File: config.mk
export PLATFORM = sky130hd
export DESIGN_NAME = sabtb_cmp
export DESIGN_NICKNAME = d
export VERILOG_FILES = /design/src/sv/sabtb_pkg.sv /design/src/sv/sabtb_cmp.sv
export SDC_FILE = /design/constraint.sdc
export NUM_CORES = 1
export LEC_CHECK = 0
export ABC_AREA = 1
export BUFFER_PORTS_ARGS = -buffer_cell sky130_fd_sc_hd__buf_2
export CORE_ASPECT_RATIO = 1.25
export CORE_MARGIN = 2
export CORE_UTILIZATION = 45
export DETAILED_ROUTE_END_ITERATION = 7
export PLACE_DENSITY_LB_ADDON = 0.1
export SLEW_MARGIN = 20
export SYNTH_ARGS = -nofsm -noshare
export SYNTH_HDL_FRONTEND = slang
export SYNTH_SLANG_ARGS = --single-unit
File: constraint.sdc
create_clock -name vclk -period 2.25
set_clock_uncertainty 0.2 [all_clocks]
set_input_delay 0.3375 -clock vclk [all_inputs]
set_output_delay 0.3375 -clock vclk [all_outputs]
set_load 0.01 [all_outputs]
File: src/sv/sabtb_pkg.sv
// shared constants, types and helpers for the set-associative branch target buffer
`timescale 1ns / 1ps
`default_nettype none
package sabtb_pkg;

	// geometry of the store
	localparam int TOTAL_ENTRIES  = 1024;
	localparam int NUM_WAYS       = 4;
	localparam int SET_COUNT      = TOTAL_ENTRIES / NUM_WAYS;
	localparam int PC_INDEX_SHIFT = 2;

	localparam int SET_W  = (SET_COUNT > 1) ? $clog2(SET_COUNT) : 1;
	localparam int WAY_W  = (NUM_WAYS > 1) ? $clog2(NUM_WAYS) : 1;
	localparam int LINE_W = (TOTAL_ENTRIES > 1) ? $clog2(TOTAL_ENTRIES) : 1;

	// field widths of the items
	localparam int PC_W      = 64;
	localparam int SIZE_W    = 4;
	localparam int KIND_W    = 3;
	localparam int STAMP_W   = 32;
	localparam int SET_IDX_W = 8;
	localparam int WAY_IDX_W = 2;

	// operation codes
	localparam logic FUNC_LOOKUP  = 1'b0;
	localparam logic FUNC_INSTALL = 1'b1;

	typedef enum logic [1:0] {
		ST_CLEAR,
		ST_IDLE,
		ST_SCAN
	} sabtb_state_t;

	typedef logic [LINE_W-1:0]   line_addr_t;
	typedef logic [SET_W-1:0]    set_addr_t;
	typedef logic [WAY_W-1:0]    way_t;
	typedef logic [NUM_WAYS-1:0] way_row_t;

	// line write request toward the store
	typedef struct packed {
		logic                line_we;
		logic                stamp_we;
		line_addr_t          addr;
		logic [PC_W-1:0]     tag;
		logic [PC_W-1:0]     target;
		logic [KIND_W-1:0]   kind;
		logic [STAMP_W-1:0]  stamp;
	} sabtb_wr_t;

	// valid row write request toward the store
	typedef struct packed {
		logic      we;
		set_addr_t addr;
		way_row_t  bits;
	} sabtb_vwr_t;

	// set selected by a pc
	function automatic set_addr_t set_of(input logic [PC_W-1:0] pc);
		logic [PC_W-1:0] sh;
		sh = (pc >> PC_INDEX_SHIFT) & PC_W'(SET_COUNT - 1);
		return sh[SET_W-1:0];
	endfunction

	// flat line address of a way in a set
	function automatic line_addr_t line_of(input set_addr_t set, input way_t way);
		int flat;
		flat = int'(set) * NUM_WAYS + int'(way);
		return LINE_W'(flat);
	endfunction

endpackage
`default_nettype wire

File: src/sv/sabtb_cmp.sv
// shared comparator used for tag match and stamp ordering
`timescale 1ns / 1ps
`default_nettype none
module sabtb_cmp (
	input  wire logic [sabtb_pkg::PC_W-1:0] opa,
	input  wire logic [sabtb_pkg::PC_W-1:0] opb,
	output logic                            eq,
	output logic                            lt
);
	import sabtb_pkg::*;

	// one equality and one unsigned less-than on the selected operands
	always_comb begin
		eq = (opa == opb);
		lt = (opa < opb);
	end

endmodule
`default_nettype wire

Yosys cells after proc, flatten, opt, wreduce, memory -nomap -nowiden --
Index checks and enable logic that the tools add are counted.
Storage, ports and cells: bits in latches 0, output and inout port bits 2, memory bits (read-only) 0, RAM bits 0, register bits after elaboration 0, logic and storage cells 2, memories 0
Cells by class: mux-type cells 0, magnitude comparators 1, equality and inequality tests 1, shifts and indexed selects 0, divide/modulo/power cells 0, multipliers 0, reduce and logical (&&, ||, !) cells 0, $add $sub $neg 0, bitwise gates (word level) 0
Operators by type and width (count):
- 64-bit == test | 1
- 64-bit < comparator | 1

Depth between registers and ports, before layout --
Gate-level depths: netlist of the first run.
word-level depth 1, depth in mapped cells 14, depth with buffers taken out 14

Least setup slack after synthesis of the first run --
Ideal clock, no wire load.
path type input to output, start point in opb[63] in the netlist's numbering, end point out eq, stages 6, path slack 0.357 ns, data arrival time 1.355 ns, data required time 1.712 ns, cell sequence inv_1 -> ha_1 -> nand2_2 -> nor4_4 -> nand2_2 -> nor3_2
On the way: word-level cells in the longest chain between the ends 1
Ends and longest elaborated chain:
- from (decl) | line sabtb_cmp.sv:6 | input wire logic [sabtb_pkg::PC_W-1:0] opb,
- 64-bit == test | line sabtb_cmp.sv:14 | eq = (opa == opb);
- to (decl) | line sabtb_cmp.sv:7 | output logic eq,
Every way passes these cells.

Final worst setup path of the first run --
start point in opa[21] in the netlist's numbering, end point out lt
On the way: word-level cells in the longest chain between the ends 1
Ends and longest elaborated chain:
- from (decl) | line sabtb_cmp.sv:5 | input wire logic [sabtb_pkg::PC_W-1:0] opa,
- 64-bit < comparator | line sabtb_cmp.sv:15 | lt = (opa < opb);
- to (decl) | line sabtb_cmp.sv:8 | output logic lt
Every way passes these cells.

==> results.py, run 1 <==
metrics = {
    "pwr": {
        "swShare_pct": 48.1,
        "seqPwrFrac_pct": 0,
        "irDropWorstVdd_mv": 0.0811,
        "power.leakage_nw": 1.70,
        "p_sw_mw": 0.180,
        "clkPwrFrac_pct": 0,
        "internal_power_mw": 0.194,
        "combPwrFrac_pct": 100.0,
        "p_per_area_mw_per_mm2": 153,
        "power_mw": 0.375,
    },
    "timing": {
        "fin_crit_ns": 2.18,
        "finalCritPeriodShare_pct": 96.8,
        "fmax_mhz": 459,
        "slew_headroom_pct": 80.9,
        "setup_ws_ns": 0.0722,
        "tightestPinTransition_ns": 0.285,
        "rsz0062_at_grt": "yes",
        "setup_viol": 0,
        "drv_slew": 0,
        "hold_viol": 0,
    },
    "setup_path": {
        "critPathMaxFanout": 2,
        "endpoint": "lt",
        "critPathLaunch": "opa[21]",
        "endpoint_kind": "output pin",
        "cp.arrival_ns": 1.64,
        "start_kind": "input pin",
        "crit_required_ns": 1.71,
        "crit_type": "input pin to output pin",
    },
    "floorplanning": {
        "rows": 25,
        "ios": 130,
        "die_h_um": 73.2,
        "core_area_mm2": 0.00372,
        "die_x_um": 59.3,
        "dieArea_mm2": 0.00434,
        "initial_utilization_pct": 46.3,
    },
    "routing": {
        "maxUsedRoutingLayer": "met4",
        "wl_met1_mm": 1.43,
        "vias": 2093,
        "dr.pass1.iters": 4,
        "wl_met2_mm": 2.12,
        "drc": 0,
        "wl_met3_um": 305,
        "drt_iter0_markers": 33,
        "viasPerCell": 4.67,
        "routedWlPerCell_um": 8.64,
        "wl_mm": 3.87,
        "antenna_left": 0,
    },
    "flow_run": {
        "maxCapViolCount": 0,
    },
    "cells_and_area": {
        "nClkBuffers": 0,
        "finalNonFillerCells": 448,
        "area_growth_pct": 41.9,
        "area.sequential_um2": 0,
        "seq_cell_count": 0,
        "drive_gt1_share_pct": 34.1,
        "n_antenna_cell": 0,
        "nNetsFinal": 602,
        "fillers": 380,
    },
    "status": {
        "status": "finished, final reports clean",
    },
    "synthesis": {
        "synth_cells": 278,
        "avgSynthCellArea_um2": 6.19,
        "syn_nets": 470,
        "ys_warn_count": 0,
        "synthesis.area_mm2": 0.00172,
        "yosysSeqAreaShare_pct": 0,
        "synthDistinctLibCells": 17,
    },
    "placement": {
        "dp.cells": 448,
        "place.gp.congestion": 0.758,
        "hpwl_mm": 3.74,
        "io_buffers": 130,
        "dpl_worst_slack_ns": 0.0981,
    },
    "min_path": {
        "hold-path-cell-count": 8,
        "min_path_type": "input pin to output pin",
    },
    "global_route": {
        "grt_pass1_vias": 1774,
        "antenna_found_initial": 0,
        "grt_pass1_wl_mm": 6.04,
        "grt_max_degree": 4,
        "track_usage_pct": 16.5,
        "gr-total-overflow": 0,
    },
}
power by group through the flow:
stage	Combinational [mW]	Clock (mW)	Sequential, mW
6_report	0.375	0	0
3_3_place_gp	0.364	0	0
2_1_floorplan	0.219	0	0
5_1_grt	0.443	0	0
4_1_cts	0.376	0	0
3_5_place_dp	0.374	0	0
area by class of cell:
cell class	count	area, um^2	share of cell area, %
multi-input cells	201	1450	59.5
well taps	40	50.0	2.05
repair buffers	130	651	26.6
inverters	77	289	11.8
critical path, stage by stage:
cell     delay, ns
buf_2         0.10
ha_1          0.30
a21oi_1       0.14
nor2_1        0.05
nor2_1        0.08
nand3_1       0.10
a21oi_2       0.17
nand2_1       0.09
a21oi_1       0.12
buf_2         0.14
how the worst min path moves through the flow:
stage	start	endpoint	slack, ns
finish	opa[63]	lt	1.05
global route	opa[63]	lt	1.10
CTS	opa[63]	lt	1.06
detailed placement	opa[63]	lt	1.06
global placement	opa[63]	lt	1.04
floorplan	opa[63]	lt	0.82
synthesized netlist by cell type (all sizes together):
cell,number,area [um^2]
nor2,17,63.8
nand4,4,25.0
inv,77,289
a21o,1,7.51
nor4,2,33.8
o21bai,2,15.0
o21a,2,15.0
nor3,5,30.0
o21ai,5,25.0
a21oi,28,140
nand2,67,256
nand3,4,20.0
ha,64,801
stage by stage:
stage          hold slack, ns  util (%)  setup TNS, ns  area (um^2)
2_1_floorplan           0.816         -              0         1720
3_3_place_gp             1.04      65.1              0         2420
3_5_place_dp             1.06      65.1              0         2420
4_1_cts                  1.06      65.1              0         2420
5_1_grt                  1.10      65.6        -0.0329         2440
6_report                 1.05      65.6              0         2440
cells in the final DEF (no fill, tap or decap), drive strengths merged:
cell and instances:
buf 130, inv 77, nand2 67, ha 64
a21oi 28, nor2 17, nor3 5, o21ai 5
nand4 4, nand3 4, o21a 2, o21bai 2
nor4 2, a21o 1
logic make-up (layout without fill, tap and decap cells):
| kind of cell | count (synthesis) | in the layout | synth area share (%) |
|---|---|---|---|
| fa+ha+maj | 64 | 64 | 46.5 |
| buf+inv | 77 | 207 | 16.8 |
| simple gates | 99 | 99 | 24.9 |
| compound gates | 38 | 38 | 11.8 |
timing repair:
action                                  CTS  global route
setup buffers                             0             0
hold buffers                              0             0
endpoints found under the setup margin    0             2
gates resized for setup                   0             4
routing by layer:
metal / GRT usage (%) / vias up
met3: 2.66 / 2
met5: 0 / -
met1: 16.8 / 880
met4: 1.26 / 0
met2: 34.7 / 68
li1: - / 1143
Note: power is estimated with default switching activity, not from simulation.
==> run 2, diff against run 1 <==
clock period = 2.6 ns   (was 2.25 ns; I/O delays follow)
==> results.py, run 2 (synthesis results as in run 1) <==
metrics = {
    "routing": {
        "vias": 2096,
        "drc": 0,
        "viasPerCell": 4.68,
        "antenna_left": 0,
        "drt_iter0_markers": 18,
        "dr.pass1.iters": 4,
        "routedWlPerCell_um": 8.47,
        "wl_mm": 3.79,
    },
    "timing": {
        "final.setup.tns_ns": 0,
        "tightestPinTransition_ns": 0.250,
        "fin_crit_ns": 2.25,
        "slew_headroom_pct": 83.2,
        "finalCritPeriodShare_pct": 86.5,
        "setup_ws_ns": 0.350,
        "whs_ns": 1.15,
        "setup_viol": 0,
        "fmax_mhz": 444,
        "rsz0062_at_grt": "no",
        "hold_viol": 0,
        "drv_slew": 0,
    },
    "flow_run": {
        "maxCapViolCount": 0,
    },
    "cells_and_area": {
        "seq_cell_count": 0,
        "n_antenna_cell": 0,
        "area_growth_pct": 40.7,
        "finalNonFillerCells": 448,
        "area.sequential_um2": 0,
        "final_area_mm2": 0.00242,
        "layout_commonest_cell": "buf_2",
        "nClkBuffers": 0,
        "nNetsFinal": 602,
        "mostFrequentLayoutCells": "buf_2, inv_1, nand2_1, ha_1, a21oi_1",
        "final_util_pct": 65.1,
        "drive_gt1_share_pct": 33.1,
    },
    "floorplanning": {
        "core_area_mm2": 0.00372,
        "die_h_um": 73.2,
        "dieArea_mm2": 0.00434,
        "rows": 25,
        "initial_utilization_pct": 46.3,
        "die_x_um": 59.3,
        "ios": 130,
    },
    "global_route": {
        "grt_max_degree": 4,
        "antenna_found_initial": 0,
        "grt_pass1_wl_mm": 6.22,
        "gr-total-overflow": 0,
        "grt_pass1_vias": 1831,
        "track_usage_pct": 17.1,
    },
    "setup_path": {
        "cp.arrival_ns": 1.66,
        "start_kind": "input pin",
        "critPathLaunch": "opa[19]",
        "crit_required_ns": 2.01,
        "critPathMaxFanout": 2,
        "crit_type": "input pin to output pin",
        "endpoint_kind": "output pin",
    },
    "clocking": {
        "post_cts_resized": 0,
        "cts_setup_buffers": 0,
        "hold_buffers": 0,
    },
    "pwr": {
        "internal_power_mw": 0.167,
        "p_sw_mw": 0.152,
        "seqPwrFrac_pct": 0,
        "irDropWorstVdd_mv": 0.0682,
        "clkPwrFrac_pct": 0,
        "power_mw": 0.318,
        "combPwrFrac_pct": 100.0,
        "power.leakage_nw": 1.70,
        "swShare_pct": 47.7,
        "p_per_area_mw_per_mm2": 131,
    },
    "placement": {
        "place.gp.congestion": 0.758,
        "dp.cells": 448,
        "dpl_worst_slack_ns": 0.343,
        "dpl_cell_area_mm2": 0.00242,
        "io_buffers": 130,
        "hpwl_mm": 3.77,
    },
    "min_path": {
        "holdPathEnd": "lt",
        "min_path_type": "input pin to output pin",
        "hp-start": "opa[63]",
        "hold-path-cell-count": 8,
    },
    "status": {
        "status": "finished, final reports clean",
    },
}
==> run 2: cell types whose count changed in the layout (fill, tap and decap cells not counted) <==
cell | before | now
a21oi_1 | 27 | 28
a21oi_2 | 1 | 0
ha_1 | 63 | 64
ha_4 | 1 | 0
nor2_1 | 15 | 17
nor2_2 | 2 | 0
==> run 2: final cells by class <==
class	count	area (um^2)
multi-input cells	201	1430
inverters	77	289
repair buffers	130	651
fillers	375	1300
well taps	40	50.0
==> run 2: critical path, stage by stage <==
cell,delay (ns)
buf_2,0.10
ha_1,0.30
nand2_1,0.07
inv_1,0.05
nand2_1,0.06
nand2_1,0.05
nand2_1,0.05
nand3_1,0.07
a21oi_1,0.17
nand2_1,0.10
a21oi_1,0.12
buf_2,0.14
==> run 2: per-layer routing <==
metal,vias to the layer above,share of wire (%),track usage [%]
met5,-,0,0
met4,0,0.37,1.26
met3,2,8.6,2.84
met2,66,56,36.4
met1,884,35,17.0
li1,1144,-,-
==> run 2: power groups by stage <==
stage          registers [mW]  logic (mW)  clock network, mW
2_1_floorplan               0       0.190                  0
3_3_place_gp                0       0.315                  0
3_5_place_dp                0       0.324                  0
4_1_cts                     0       0.327                  0
5_1_grt                     0       0.379                  0
6_report                    0       0.318                  0
==> run 2: worst max-delay path by stage <==
stage	to	slack, ns	cells past startpoint
finish	lt	0.35	12
floorplan	eq	0.60	6
global placement	lt	0.32	10
CTS	lt	0.33	12
global route	lt	0.15	11
detailed placement	lt	0.34	12
